## config.mk

```make
export PLATFORM = sky130hd
export DESIGN_NAME = i2c_register_master_unit_flat
export DESIGN_NICKNAME = d
export VERILOG_FILES = /design/src/hdl/i2crm_pkg.sv /design/src/hdl/i2crm_if.sv /design/src/hdl/i2crm_core.sv /design/src/hdl/i2crm_outq.sv /design/src/hdl/i2c_register_master_unit.sv /design/src/flat_wrapper.sv
export SDC_FILE = /design/constraint.sdc
export NUM_CORES = 1
export LEC_CHECK = 0
export ABC_AREA = 0
export BUFFER_PORTS_ARGS = -buffer_cell sky130_fd_sc_hd__buf_2
export CAP_MARGIN = 0
export CORE_MARGIN = 2
export CORE_UTILIZATION = 35
export DETAILED_ROUTE_END_ITERATION = 10
export PLACE_DENSITY_LB_ADDON = 0.12
export SYNTH_ARGS = -nofsm -noshare
export SYNTH_HDL_FRONTEND = slang
export SYNTH_SLANG_ARGS = --single-unit
```

## constraint.sdc

```tcl
create_clock -name clk_i -period 7.1 [get_ports clk_i]
set_input_delay 1.42 -clock clk_i [delete_from_list [all_inputs] [get_ports clk_i]]
set_output_delay 1.42 -clock clk_i [all_outputs]
set_load 0.01 [all_outputs]
```

## src/hdl/i2crm_pkg.sv

```systemverilog
// types and constants shared by the i2c register master
// no dependencies
package i2crm_pkg;

  localparam int unsigned AddrW   = 7;
  localparam int unsigned ByteW   = 8;
  localparam int unsigned CfgIdxW = 1;
  localparam int unsigned BitIdxW = 4;

  localparam logic [AddrW-1:0] SensorAddrRst  = 7'd109;
  localparam logic [AddrW-1:0] DisplayAddrRst = 7'd62;
  localparam logic [BitIdxW-1:0] BitsPerByte  = 4'd8;

  typedef enum logic [CfgIdxW-1:0] {
    CFG_SENSOR_ADDR  = 1'b0,
    CFG_DISPLAY_ADDR = 1'b1
  } cfg_idx_e;

  typedef enum logic [1:0] {
    KIND_TICK = 2'd0,
    KIND_CMD  = 2'd1,
    KIND_BYTE = 2'd2
  } kind_e;

  typedef enum logic [1:0] {
    OP_REG_WRITE   = 2'd0,
    OP_REG_READ    = 2'd1,
    OP_PLAIN_WRITE = 2'd2
  } op_e;

  typedef enum logic [1:0] {
    STAT_OK        = 2'd0,
    STAT_ADDR_NACK = 2'd1,
    STAT_REG_NACK  = 2'd2,
    STAT_DATA_NACK = 2'd3
  } status_e;

  typedef enum logic [1:0] {
    STG_ADDR  = 2'd0,
    STG_REG   = 2'd1,
    STG_DATA  = 2'd2,
    STG_RADDR = 2'd3
  } stage_e;

  typedef enum logic [3:0] {
    PH_IDLE      = 4'd0,
    PH_START_A   = 4'd1,
    PH_START_B   = 4'd2,
    PH_TX_LOW    = 4'd3,
    PH_TX_HIGH   = 4'd4,
    PH_ACK_LOW   = 4'd5,
    PH_ACK_HIGH  = 4'd6,
    PH_WAIT      = 4'd7,
    PH_RX_LOW    = 4'd8,
    PH_RX_HIGH   = 4'd9,
    PH_MACK_LOW  = 4'd10,
    PH_MACK_HIGH = 4'd11,
    PH_STOP_A    = 4'd12,
    PH_STOP_B    = 4'd13,
    PH_STOP_C    = 4'd14
  } phase_e;

  typedef struct packed {
    logic [1:0]       kind;
    logic [1:0]       operation;
    logic             target;
    logic [ByteW-1:0] register_address;
    logic [ByteW-1:0] byte_count;
    logic [ByteW-1:0] write_byte;
    logic             sda_sample;
  } in_item_t;

  typedef struct packed {
    logic             scl_level;
    logic             sda_pull_low;
    logic [ByteW-1:0] read_byte;
    logic             read_valid;
    logic             byte_wanted;
    logic             busy_res;
    logic             done_res;
    logic [1:0]       status;
  } result_t;

endpackage

```

## src/hdl/i2crm_if.sv

```systemverilog
// valid/ready channel interfaces for command/tick items and result items
// no dependencies
interface i2crm_in_if;
  logic       valid;
  logic       ready;
  logic [1:0] kind;
  logic [1:0] operation;
  logic       target;
  logic [7:0] register_address;
  logic [7:0] byte_count;
  logic [7:0] write_byte;
  logic       sda_sample;

  modport source (output valid, kind, operation, target, register_address, byte_count,
                  write_byte, sda_sample, input ready);
  modport sink (input valid, kind, operation, target, register_address, byte_count,
                write_byte, sda_sample, output ready);
endinterface

interface i2crm_out_if;
  logic       valid;
  logic       ready;
  logic       scl_level;
  logic       sda_pull_low;
  logic [7:0] read_byte;
  logic       read_valid;
  logic       byte_wanted;
  logic       busy_res;
  logic       done_res;
  logic [1:0] status;

  modport source (output valid, scl_level, sda_pull_low, read_byte, read_valid, byte_wanted,
                  busy_res, done_res, status, input ready);
  modport sink (input valid, scl_level, sda_pull_low, read_byte, read_valid, byte_wanted,
                busy_res, done_res, status, output ready);
endinterface

```

## src/hdl/i2crm_core.sv

```systemverilog
// bus phase sequencer: state registers, address registers and per-item next-state logic
// depends on i2crm_pkg
module i2crm_core (
  input  logic                         clk_i,
  input  logic                         rst_ni,
  input  logic                         cfg_we_i,
  input  logic [i2crm_pkg::CfgIdxW-1:0] cfg_index_i,
  input  logic [i2crm_pkg::AddrW-1:0]  cfg_data_i,
  input  logic                         accept_i,
  input  i2crm_pkg::in_item_t          item_i,
  output i2crm_pkg::result_t           res_o
);
  import i2crm_pkg::*;

  logic [AddrW-1:0]   sensor_addr_q, display_addr_q;
  phase_e             phase_q, phase_d;
  stage_e             stage_q, stage_d;
  logic [BitIdxW-1:0] bit_idx_q, bit_idx_d;
  logic [ByteW-1:0]   shift_q, shift_d;
  logic [ByteW-1:0]   left_q, left_d;
  op_e                op_q, op_d;
  logic               target_q, target_d;
  logic [ByteW-1:0]   reg_q, reg_d;
  status_e            stat_q, stat_d;
  logic               scl_q, scl_d;
  logic               pull_q, pull_d;

  logic [AddrW-1:0]   addr;
  logic [ByteW-1:0]   left_dec;
  logic [BitIdxW-1:0] bit_inc;
  logic [ByteW-1:0]   rx_shift;
  logic               rvalid;
  logic               done;

  always_ff @(posedge clk_i or negedge rst_ni) begin
    if (!rst_ni) begin
      sensor_addr_q  <= SensorAddrRst;
      display_addr_q <= DisplayAddrRst;
    end else if (cfg_we_i) begin
      case (cfg_idx_e'(cfg_index_i))
        CFG_SENSOR_ADDR:  sensor_addr_q  <= cfg_data_i;
        CFG_DISPLAY_ADDR: display_addr_q <= cfg_data_i;
        default: ;
      endcase
    end
  end

  always_ff @(posedge clk_i or negedge rst_ni) begin
    if (!rst_ni) begin
      phase_q   <= PH_IDLE;
      stage_q   <= STG_ADDR;
      bit_idx_q <= '0;
      shift_q   <= '0;
      left_q    <= '0;
      op_q      <= OP_REG_WRITE;
      target_q  <= 1'b0;
      reg_q     <= '0;
      stat_q    <= STAT_OK;
      scl_q     <= 1'b1;
      pull_q    <= 1'b0;
    end else if (accept_i) begin
      phase_q   <= phase_d;
      stage_q   <= stage_d;
      bit_idx_q <= bit_idx_d;
      shift_q   <= shift_d;
      left_q    <= left_d;
      op_q      <= op_d;
      target_q  <= target_d;
      reg_q     <= reg_d;
      stat_q    <= stat_d;
      scl_q     <= scl_d;
      pull_q    <= pull_d;
    end
  end

  assign addr     = target_q ? display_addr_q : sensor_addr_q;
  assign left_dec = left_q - 8'd1;
  assign bit_inc  = bit_idx_q + 4'd1;
  assign rx_shift = {shift_q[ByteW-2:0], item_i.sda_sample};

  always_comb begin
    phase_d   = phase_q;
    stage_d   = stage_q;
    bit_idx_d = bit_idx_q;
    shift_d   = shift_q;
    left_d    = left_q;
    op_d      = op_q;
    target_d  = target_q;
    reg_d     = reg_q;
    stat_d    = stat_q;
    scl_d     = scl_q;
    pull_d    = pull_q;
    rvalid    = 1'b0;
    done      = 1'b0;
    case (kind_e'(item_i.kind))
      KIND_CMD: begin
        if (phase_q == PH_IDLE && item_i.operation != 2'd3) begin
          op_d     = op_e'(item_i.operation);
          target_d = item_i.target;
          reg_d    = item_i.register_address;
          left_d   = item_i.byte_count;
          stat_d   = STAT_OK;
          stage_d  = STG_ADDR;
          phase_d  = PH_START_A;
        end
      end
      KIND_BYTE: begin
        if (phase_q == PH_WAIT) begin
          shift_d   = item_i.write_byte;
          stage_d   = STG_DATA;
          bit_idx_d = '0;
          phase_d   = PH_TX_LOW;
        end
      end
      KIND_TICK: begin
        case (phase_q)
          PH_START_A: begin
            scl_d = 1'b1; pull_d = 1'b0; phase_d = PH_START_B;
          end
          PH_START_B: begin
            scl_d     = 1'b1;
            pull_d    = 1'b1;
            bit_idx_d = '0;
            phase_d   = PH_TX_LOW;
            if (stage_q == STG_RADDR) begin
              shift_d = {addr, 1'b1};
            end else begin
              shift_d = {addr, 1'b0};
              stage_d = STG_ADDR;
            end
          end
          PH_TX_LOW: begin
            scl_d = 1'b0; pull_d = ~shift_q[ByteW-1]; phase_d = PH_TX_HIGH;
          end
          PH_TX_HIGH: begin
            scl_d     = 1'b1;
            pull_d    = ~shift_q[ByteW-1];
            shift_d   = {shift_q[ByteW-2:0], 1'b0};
            bit_idx_d = bit_inc;
            phase_d   = (bit_inc >= BitsPerByte) ? PH_ACK_LOW : PH_TX_LOW;
          end
          PH_ACK_LOW: begin
            scl_d = 1'b0; pull_d = 1'b0; phase_d = PH_ACK_HIGH;
          end
          PH_ACK_HIGH: begin
            scl_d  = 1'b1;
            pull_d = 1'b0;
            if (item_i.sda_sample) begin
              case (stage_q)
                STG_REG:  stat_d = STAT_REG_NACK;
                STG_DATA: stat_d = STAT_DATA_NACK;
                default:  stat_d = STAT_ADDR_NACK;
              endcase
              phase_d = PH_STOP_A;
            end else begin
              case (stage_q)
                STG_ADDR: begin
                  if (op_q == OP_PLAIN_WRITE) begin
                    phase_d = (left_q == '0) ? PH_STOP_A : PH_WAIT;
                  end else begin
                    shift_d   = reg_q;
                    stage_d   = STG_REG;
                    bit_idx_d = '0;
                    phase_d   = PH_TX_LOW;
                  end
                end
                STG_REG: begin
                  if (op_q == OP_REG_READ) begin
                    phase_d = PH_STOP_A;
                  end else begin
                    phase_d = (left_q == '0) ? PH_STOP_A : PH_WAIT;
                  end
                end
                STG_DATA: begin
                  left_d  = left_dec;
                  phase_d = (left_dec == '0) ? PH_STOP_A : PH_WAIT;
                end
                default: begin
                  bit_idx_d = '0;
                  shift_d   = '0;
                  phase_d   = (left_q == '0) ? PH_STOP_A : PH_RX_LOW;
                end
              endcase
            end
          end
          PH_WAIT: begin
            scl_d = 1'b0; pull_d = 1'b0;
          end
          PH_RX_LOW: begin
            scl_d = 1'b0; pull_d = 1'b0; phase_d = PH_RX_HIGH;
          end
          PH_RX_HIGH: begin
            scl_d     = 1'b1;
            pull_d    = 1'b0;
            shift_d   = rx_shift;
            bit_idx_d = bit_inc;
            if (bit_inc >= BitsPerByte) begin
              rvalid  = 1'b1;
              left_d  = left_dec;
              phase_d = PH_MACK_LOW;
            end else begin
              phase_d = PH_RX_LOW;
            end
          end
          PH_MACK_LOW: begin
            scl_d = 1'b0; pull_d = (left_q != '0); phase_d = PH_MACK_HIGH;
          end
          PH_MACK_HIGH: begin
            scl_d     = 1'b1;
            pull_d    = (left_q != '0);
            bit_idx_d = '0;
            shift_d   = '0;
            phase_d   = (left_q != '0) ? PH_RX_LOW : PH_STOP_A;
          end
          PH_STOP_A: begin
            scl_d = 1'b0; pull_d = 1'b1; phase_d = PH_STOP_B;
          end
          PH_STOP_B: begin
            scl_d = 1'b1; pull_d = 1'b1; phase_d = PH_STOP_C;
          end
          PH_STOP_C: begin
            scl_d  = 1'b1;
            pull_d = 1'b0;
            // restart between register byte and read address
            if (stage_q == STG_REG && op_q == OP_REG_READ && stat_q == STAT_OK) begin
              stage_d = STG_RADDR;
              phase_d = PH_START_A;
            end else begin
              done    = 1'b1;
              phase_d = PH_IDLE;
            end
          end
          PH_IDLE: ;
          default: begin
            scl_d = 1'b1; pull_d = 1'b0; phase_d = PH_IDLE;
          end
        endcase
      end
      default: ;
    endcase
  end

  always_comb begin
    res_o.scl_level    = scl_d;
    res_o.sda_pull_low = pull_d;
    res_o.read_byte    = rvalid ? rx_shift : '0;
    res_o.read_valid   = rvalid;
    res_o.byte_wanted  = (phase_d == PH_WAIT);
    res_o.busy_res     = (phase_d != PH_IDLE);
    res_o.done_res     = done;
    res_o.status       = stat_d;
  end

endmodule

```

## src/hdl/i2crm_outq.sv

```systemverilog
// two-entry result queue between the sequencer and the result channel
// depends on i2crm_pkg
module i2crm_outq (
  input  logic               clk_i,
  input  logic               rst_ni,
  input  logic               push_i,
  input  i2crm_pkg::result_t data_i,
  output logic               space_o,
  output logic               valid_o,
  input  logic               pop_i,
  output i2crm_pkg::result_t data_o
);
  import i2crm_pkg::*;

  result_t    mem_q [2];
  logic       wr_ptr_q, rd_ptr_q;
  logic [1:0] count_q, count_d;

  assign space_o = (count_q != 2'd2);
  assign valid_o = (count_q != 2'd0);
  assign data_o  = mem_q[rd_ptr_q];

  always_comb begin
    count_d = count_q;
    case ({push_i, pop_i})
      2'b10:   count_d = count_q + 2'd1;
      2'b01:   count_d = count_q - 2'd1;
      default: ;
    endcase
  end

  always_ff @(posedge clk_i) begin
    if (push_i) begin
      mem_q[wr_ptr_q] <= data_i;
    end
  end

  always_ff @(posedge clk_i or negedge rst_ni) begin
    if (!rst_ni) begin
      wr_ptr_q <= 1'b0;
      rd_ptr_q <= 1'b0;
      count_q  <= 2'd0;
    end else begin
      if (push_i) begin
        wr_ptr_q <= ~wr_ptr_q;
      end
      if (pop_i) begin
        rd_ptr_q <= ~rd_ptr_q;
      end
      count_q <= count_d;
    end
  end

endmodule

```

## src/hdl/i2c_register_master_unit.sv

```systemverilog
// top level of the i2c register master: sequencer plus result queue
// depends on i2crm_pkg, i2crm_if, i2crm_core, i2crm_outq
//
// in_i carries items: ticks (one half-bit bus phase each, with the sampled
// sda level), commands (register write, register read, plain write) and
// write bytes supplied when byte_wanted is shown. out_o carries exactly one
// result per item: the scl/sda levels to drive, a received byte, status.
// each result is written into the result queue when its item is taken.
// throughput: one item per cycle while the queue has space; the whole
// phase update is one pass of logic from state registers to result queue.
// a two-entry result queue decouples the sides, so in_i.ready stays high
// while one result waits; it drops only once two results are stalled.
// cfg_we_i writes the target bus addresses (index 0 sensor, 1 display);
// write only while no item is pending.
// reset: bus idle, scl high, sda released, addresses 109 and 62, queue empty.
module i2c_register_master_unit (
  input  logic                          clk_i,
  input  logic                          rst_ni,
  input  logic                          cfg_we_i,
  input  logic [i2crm_pkg::CfgIdxW-1:0] cfg_index_i,
  input  logic [i2crm_pkg::AddrW-1:0]   cfg_data_i,
  i2crm_in_if.sink                      in_i,
  i2crm_out_if.source                   out_o
);
  import i2crm_pkg::*;

  in_item_t item;
  result_t  res;
  result_t  head;
  logic     space;
  logic     accept;

  assign item.kind             = in_i.kind;
  assign item.operation        = in_i.operation;
  assign item.target           = in_i.target;
  assign item.register_address = in_i.register_address;
  assign item.byte_count       = in_i.byte_count;
  assign item.write_byte       = in_i.write_byte;
  assign item.sda_sample       = in_i.sda_sample;

  assign in_i.ready = space;
  assign accept     = in_i.valid & space;

  i2crm_core u_core (
    .clk_i       (clk_i),
    .rst_ni      (rst_ni),
    .cfg_we_i    (cfg_we_i),
    .cfg_index_i (cfg_index_i),
    .cfg_data_i  (cfg_data_i),
    .accept_i    (accept),
    .item_i      (item),
    .res_o       (res)
  );

  i2crm_outq u_outq (
    .clk_i   (clk_i),
    .rst_ni  (rst_ni),
    .push_i  (accept),
    .data_i  (res),
    .space_o (space),
    .valid_o (out_o.valid),
    .pop_i   (out_o.valid & out_o.ready),
    .data_o  (head)
  );

  assign out_o.scl_level    = head.scl_level;
  assign out_o.sda_pull_low = head.sda_pull_low;
  assign out_o.read_byte    = head.read_byte;
  assign out_o.read_valid   = head.read_valid;
  assign out_o.byte_wanted  = head.byte_wanted;
  assign out_o.busy_res     = head.busy_res;
  assign out_o.done_res     = head.done_res;
  assign out_o.status       = head.status;

endmodule

```

## src/flat_wrapper.sv

```systemverilog
// flat-port wrapper written by rule: the top's interface ports become plain ports
module i2c_register_master_unit_flat import i2crm_pkg::*;
  (clk_i, rst_ni, cfg_we_i, cfg_index_i, cfg_data_i, in_i_valid, in_i_kind, in_i_operation, in_i_target, in_i_register_address, in_i_byte_count, in_i_write_byte, in_i_sda_sample, in_i_ready, out_o_valid, out_o_scl_level, out_o_sda_pull_low, out_o_read_byte, out_o_read_valid, out_o_byte_wanted, out_o_busy_res, out_o_done_res, out_o_status, out_o_ready);
  i2crm_in_if in_i_i ();
  i2crm_out_if out_o_i ();
  input  logic clk_i;
  input  logic rst_ni;
  input  logic cfg_we_i;
  input  logic [i2crm_pkg::CfgIdxW-1:0] cfg_index_i;
  input  logic [i2crm_pkg::AddrW-1:0] cfg_data_i;
  input wire logic [$bits(in_i_i.valid)-1:0] in_i_valid;
  input wire logic [$bits(in_i_i.kind)-1:0] in_i_kind;
  input wire logic [$bits(in_i_i.operation)-1:0] in_i_operation;
  input wire logic [$bits(in_i_i.target)-1:0] in_i_target;
  input wire logic [$bits(in_i_i.register_address)-1:0] in_i_register_address;
  input wire logic [$bits(in_i_i.byte_count)-1:0] in_i_byte_count;
  input wire logic [$bits(in_i_i.write_byte)-1:0] in_i_write_byte;
  input wire logic [$bits(in_i_i.sda_sample)-1:0] in_i_sda_sample;
  output wire logic [$bits(in_i_i.ready)-1:0] in_i_ready;
  output wire logic [$bits(out_o_i.valid)-1:0] out_o_valid;
  output wire logic [$bits(out_o_i.scl_level)-1:0] out_o_scl_level;
  output wire logic [$bits(out_o_i.sda_pull_low)-1:0] out_o_sda_pull_low;
  output wire logic [$bits(out_o_i.read_byte)-1:0] out_o_read_byte;
  output wire logic [$bits(out_o_i.read_valid)-1:0] out_o_read_valid;
  output wire logic [$bits(out_o_i.byte_wanted)-1:0] out_o_byte_wanted;
  output wire logic [$bits(out_o_i.busy_res)-1:0] out_o_busy_res;
  output wire logic [$bits(out_o_i.done_res)-1:0] out_o_done_res;
  output wire logic [$bits(out_o_i.status)-1:0] out_o_status;
  input wire logic [$bits(out_o_i.ready)-1:0] out_o_ready;
  assign in_i_i.valid = in_i_valid;
  assign in_i_i.kind = in_i_kind;
  assign in_i_i.operation = in_i_operation;
  assign in_i_i.target = in_i_target;
  assign in_i_i.register_address = in_i_register_address;
  assign in_i_i.byte_count = in_i_byte_count;
  assign in_i_i.write_byte = in_i_write_byte;
  assign in_i_i.sda_sample = in_i_sda_sample;
  assign in_i_ready = in_i_i.ready;
  assign out_o_valid = out_o_i.valid;
  assign out_o_scl_level = out_o_i.scl_level;
  assign out_o_sda_pull_low = out_o_i.sda_pull_low;
  assign out_o_read_byte = out_o_i.read_byte;
  assign out_o_read_valid = out_o_i.read_valid;
  assign out_o_byte_wanted = out_o_i.byte_wanted;
  assign out_o_busy_res = out_o_i.busy_res;
  assign out_o_done_res = out_o_i.done_res;
  assign out_o_status = out_o_i.status;
  assign out_o_i.ready = out_o_ready;
  i2c_register_master_unit u_core (.clk_i(clk_i), .rst_ni(rst_ni), .cfg_we_i(cfg_we_i), .cfg_index_i(cfg_index_i), .cfg_data_i(cfg_data_i), .in_i(in_i_i), .out_o(out_o_i));
endmodule
```

==> reports/results.tsv <==
metric	value	unit
CP cell instances	buf_2 -> nor2_2 -> o21ai_0 -> a32oi_1 -> o221ai_1 -> or4_1	
sequential-to-total area share from yosys stat	50.6	%
Setup Fix Bufs, Post-CTS	0	
# clock sinks	91	
final core utilization	41.1	%
top cell type's share of synthesized area	24.8	%
CTS tree	yes	
antenna viol nets, final	0	
Synth Area in Simple Gates	14.0	%
clock network power share	21.0	%
Fmax achieved	297	MHz
ys flop type	dfrtp_1	
critical path's slowest cell	nor2_2	
num rows	42	
area leader, netlist	dfrtp_1	
Residual DRC	0	
fin worst setup slack	3730	ps
Initial DRC Count	209	
placer congestion estimate	0.921	
multi-input logic area	2180	sq um
CP Max Fanout	28	
ratio of final minimum period to clock period	47.5	%
1st-pass router iterations	4	
status	finished, final reports clean	
final standard cell area without fillers	5510	sq um
clk_skew	12.0	ps
max-slew violation count	0	
pre-CTS setup slack	3350	ps
PostCTS Resize Cnt	0	
most frequent cell after synthesis	nand2_1	
PwrDens	385	nW/um^2
WL/cell	16.3	um
Synth Area in XOR/XNOR	1.45	%
I/O pin count	61	
Adder-Cell Fraction of Synth Area	2.32	%
Worst EP arrival	3460	ps
list of most frequent post-synthesis cells	53 x nand2_1, 48 x dfrtp_1, 45 x mux2_2, 35 x a21oi_1, 32 x edfxtp_1	
Final Setup Violations	0	
ranking of synthesized cells by area	dfrtp_1 25%, edfxtp_1 20%, mux2_2 10%	
Net Sw Power	0.000798	W
combinational power share	35.3	%
Leak	2.24	nW
fin nets	552	
dpl hpwl	7890	um
relative slew slack	23.4	%
Post-synth EDFFs	32	
Async SR Flop Fraction	64.8	%
Num CTS Buffers	9	
Syn Nets	504	
CP required	7190	ps
Final min period	3370	ps
Mapped Area	4850	sq um
main combinational cell family by area after synthesis	compound AO/OA/AOI/OAI gates	
largest net degree at the start of global routing	60	
H-tree lvl count	3	
sequential share of power	43.7	%
post-synthesis compound-gate area fraction	15.4	%
total number of vias	3539	
clk buf depth	2	
port buffer count	60	
Yosys Warn Count	0	
global-route wire length before repair	17800	um
Syn-to-layout area delta	13.8	%
area of the core	13400	sq um
clock-pin slew on the worst setup and hold paths	70	ps
Hold Vio Cnt, Final	0	
vias in the first global route	3321	
Peak VDD IR	0.156	mV
CP max stage delay	820	ps
Synth Register Bits	91	
Vias/cell	5.19	
die area	14800	sq um
distinct cell type count after synthesis	63	
CP Launch Type	primary input	
CP Capture Type	flip-flop	
Initial Utilization	36.2	%
CTS Hold Bufs	0	
die width	122	um
Slew @ Worst Pin	1150	ps
clock latency on the worst-skew pair	350	ps
Reg area	2450	sq um
Setup TNS	0	ps
Mapped Cells	452	
Worst Hold Class	flip-flop to flip-flop	
layout cell share with drive strength beyond 1	28.5	%
Chip Height	122	um
Sw Share	37.6	%
Int Power	0.00132	W
Post-Route WL	11100	um
CTS root buf	clkbuf_16	
placed instance area	5240	sq um
initial antenna violation count	0	
RSZ-0062 raised after global routing	false	
gr ovfl total	0	
mux contribution to synthesized area	11.9	%
synthesized area per cell	10.7	sq um
GRT Util Overall	15.8	%
Fillers	1317	
WS Path Type	primary input to flip-flop	
max_cap viols	0	
[worst max-delay path: cells and delay by family]
family | cells | cell delay (ps)
simple gates | 2 | 1260
compound gates | 3 | 590
buf+inv | 1 | 180
[area by class of cell]
| class | count | area share [%] |
|---|---|---|
| well taps | 176 | 3.99 |
| clock inverters | 6 | 0.749 |
| flip-flops and latches | 91 | 44.5 |
| multi-input cells | 319 | 39.6 |
| clock buffers | 10 | 4.15 |
| inverters | 15 | 1.02 |
| repair buffers | 64 | 5.99 |
| diodes | 1 | 0.0454 |
[flip-flops by register name, indices dropped and copies added (netlist names), 2 cells and up]
register,flops
u_core.u_core.sensor_addr_q,7
u_core.u_core.stage_q,2
u_core.u_core.bit_idx_q,4
u_core.u_core.left_q,8
u_core.u_core.op_q,2
u_core.u_core.display_addr_q,7
u_core.u_core.reg_q,8
u_core.u_core.stat_q,2
u_core.u_outq.count_q,2
u_core.u_outq.mem_q,32
u_core.u_core.phase_q,4
u_core.u_core.shift_q,8
[cell families after synthesis]
| logic type | count (synthesis) |
|---|---|
| and+or+nand+nor | 133 |
| AOI/OAI and AO/OA | 117 |
| DFF | 91 |
| muxes | 52 |
| buffers and inverters | 42 |
| adders and majority gates | 9 |
| xor gates and xnor gates | 8 |
[through the flow]
step	std cells	power, W	hold WS, ps
2_1_floorplan	452	0.00148	456
3_3_place_gp	665	0.00168	470
3_5_place_dp	665	0.00169	476
4_1_cts	681	0.00215	490
5_1_grt	681	0.00228	516
6_report	682	0.00212	486
[final timing paths]
check | endpoint | slack (ps) | from | cells past startpoint
min in group asynchronous | u_core.u_core.phase_q[0]$_DFFE_PN0P_ | 1220 | rst_ni | 2
max reg2reg | u_core.u_core.left_q[2]$_DFFE_PN0P_ | 4190 | u_core.u_core.phase_q[0]$_DFFE_PN0P_ | 6
min reg2reg | u_core.u_outq.count_q[1]$_DFFE_PN0P_ | 490 | u_core.u_outq.count_q[1]$_DFFE_PN0P_ | 1
max in group asynchronous | u_core.u_core.shift_q[3]$_DFFE_PN0P_ | 5350 | rst_ni | 2
min | u_core.u_outq.count_q[1]$_DFFE_PN0P_ | 490 | u_core.u_outq.count_q[1]$_DFFE_PN0P_ | 1
max | u_core.u_outq.mem_q[1][3]$_DFFE_PP_ | 3730 | in_i_kind[0] | 6
[power groups by stage]
| stage | sequential (W) | clock, W | combinational, W |
|---|---|---|---|
| floorplan | 0.000825 | 0 | 0.000655 |
| global placement | 0.000933 | 0 | 0.000750 |
| detailed placement | 0.000939 | 0 | 0.000755 |
| CTS | 0.000929 | 0.000458 | 0.000760 |
| global route | 0.000956 | 0.000479 | 0.000848 |
| finish | 0.000927 | 0.000446 | 0.000750 |
[routing by layer]
metal  share of wire [%]  GRT usage [%]  wire (um)  up-vias
met5                   0              0          0        -
met4                 1.6           5.75        178        0
met3                 5.3           3.98        593       14
met2                  45           23.1       4950       92
met1                  49           22.7       5400     1684
li1                    -              -          -     1749
[layout by cell type, fill, tap and decap left out, types with 3 or more instances in the layout]
cell type / synthesis / layout
a211oi_1: 9 / 9
a21oi_1: 35 / 35
a221oi_1: 9 / 9
and2_1: 11 / 11
and3b_1: 3 / 3
buf_2: 3 / 60
buf_4: 0 / 4
clkbuf_16: 0 / 9
dfrtp_1: 48 / 48
dfstp_2: 11 / 11
edfxtp_1: 32 / 32
ha_1: 9 / 9
inv_1: 15 / 15
mux2_2: 45 / 45
mux2i_1: 7 / 7
nand2_1: 53 / 53
nand2b_1: 4 / 4
nand3_1: 5 / 5
nor2_1: 25 / 25
nor2b_1: 4 / 4
nor3_1: 6 / 6
o21ai_0: 31 / 31
o22ai_1: 6 / 6
o31ai_1: 3 / 3
or3_1: 3 / 3
xnor2_1: 5 / 5
xor2_1: 3 / 3
Power figures use the tool's default switching activity.
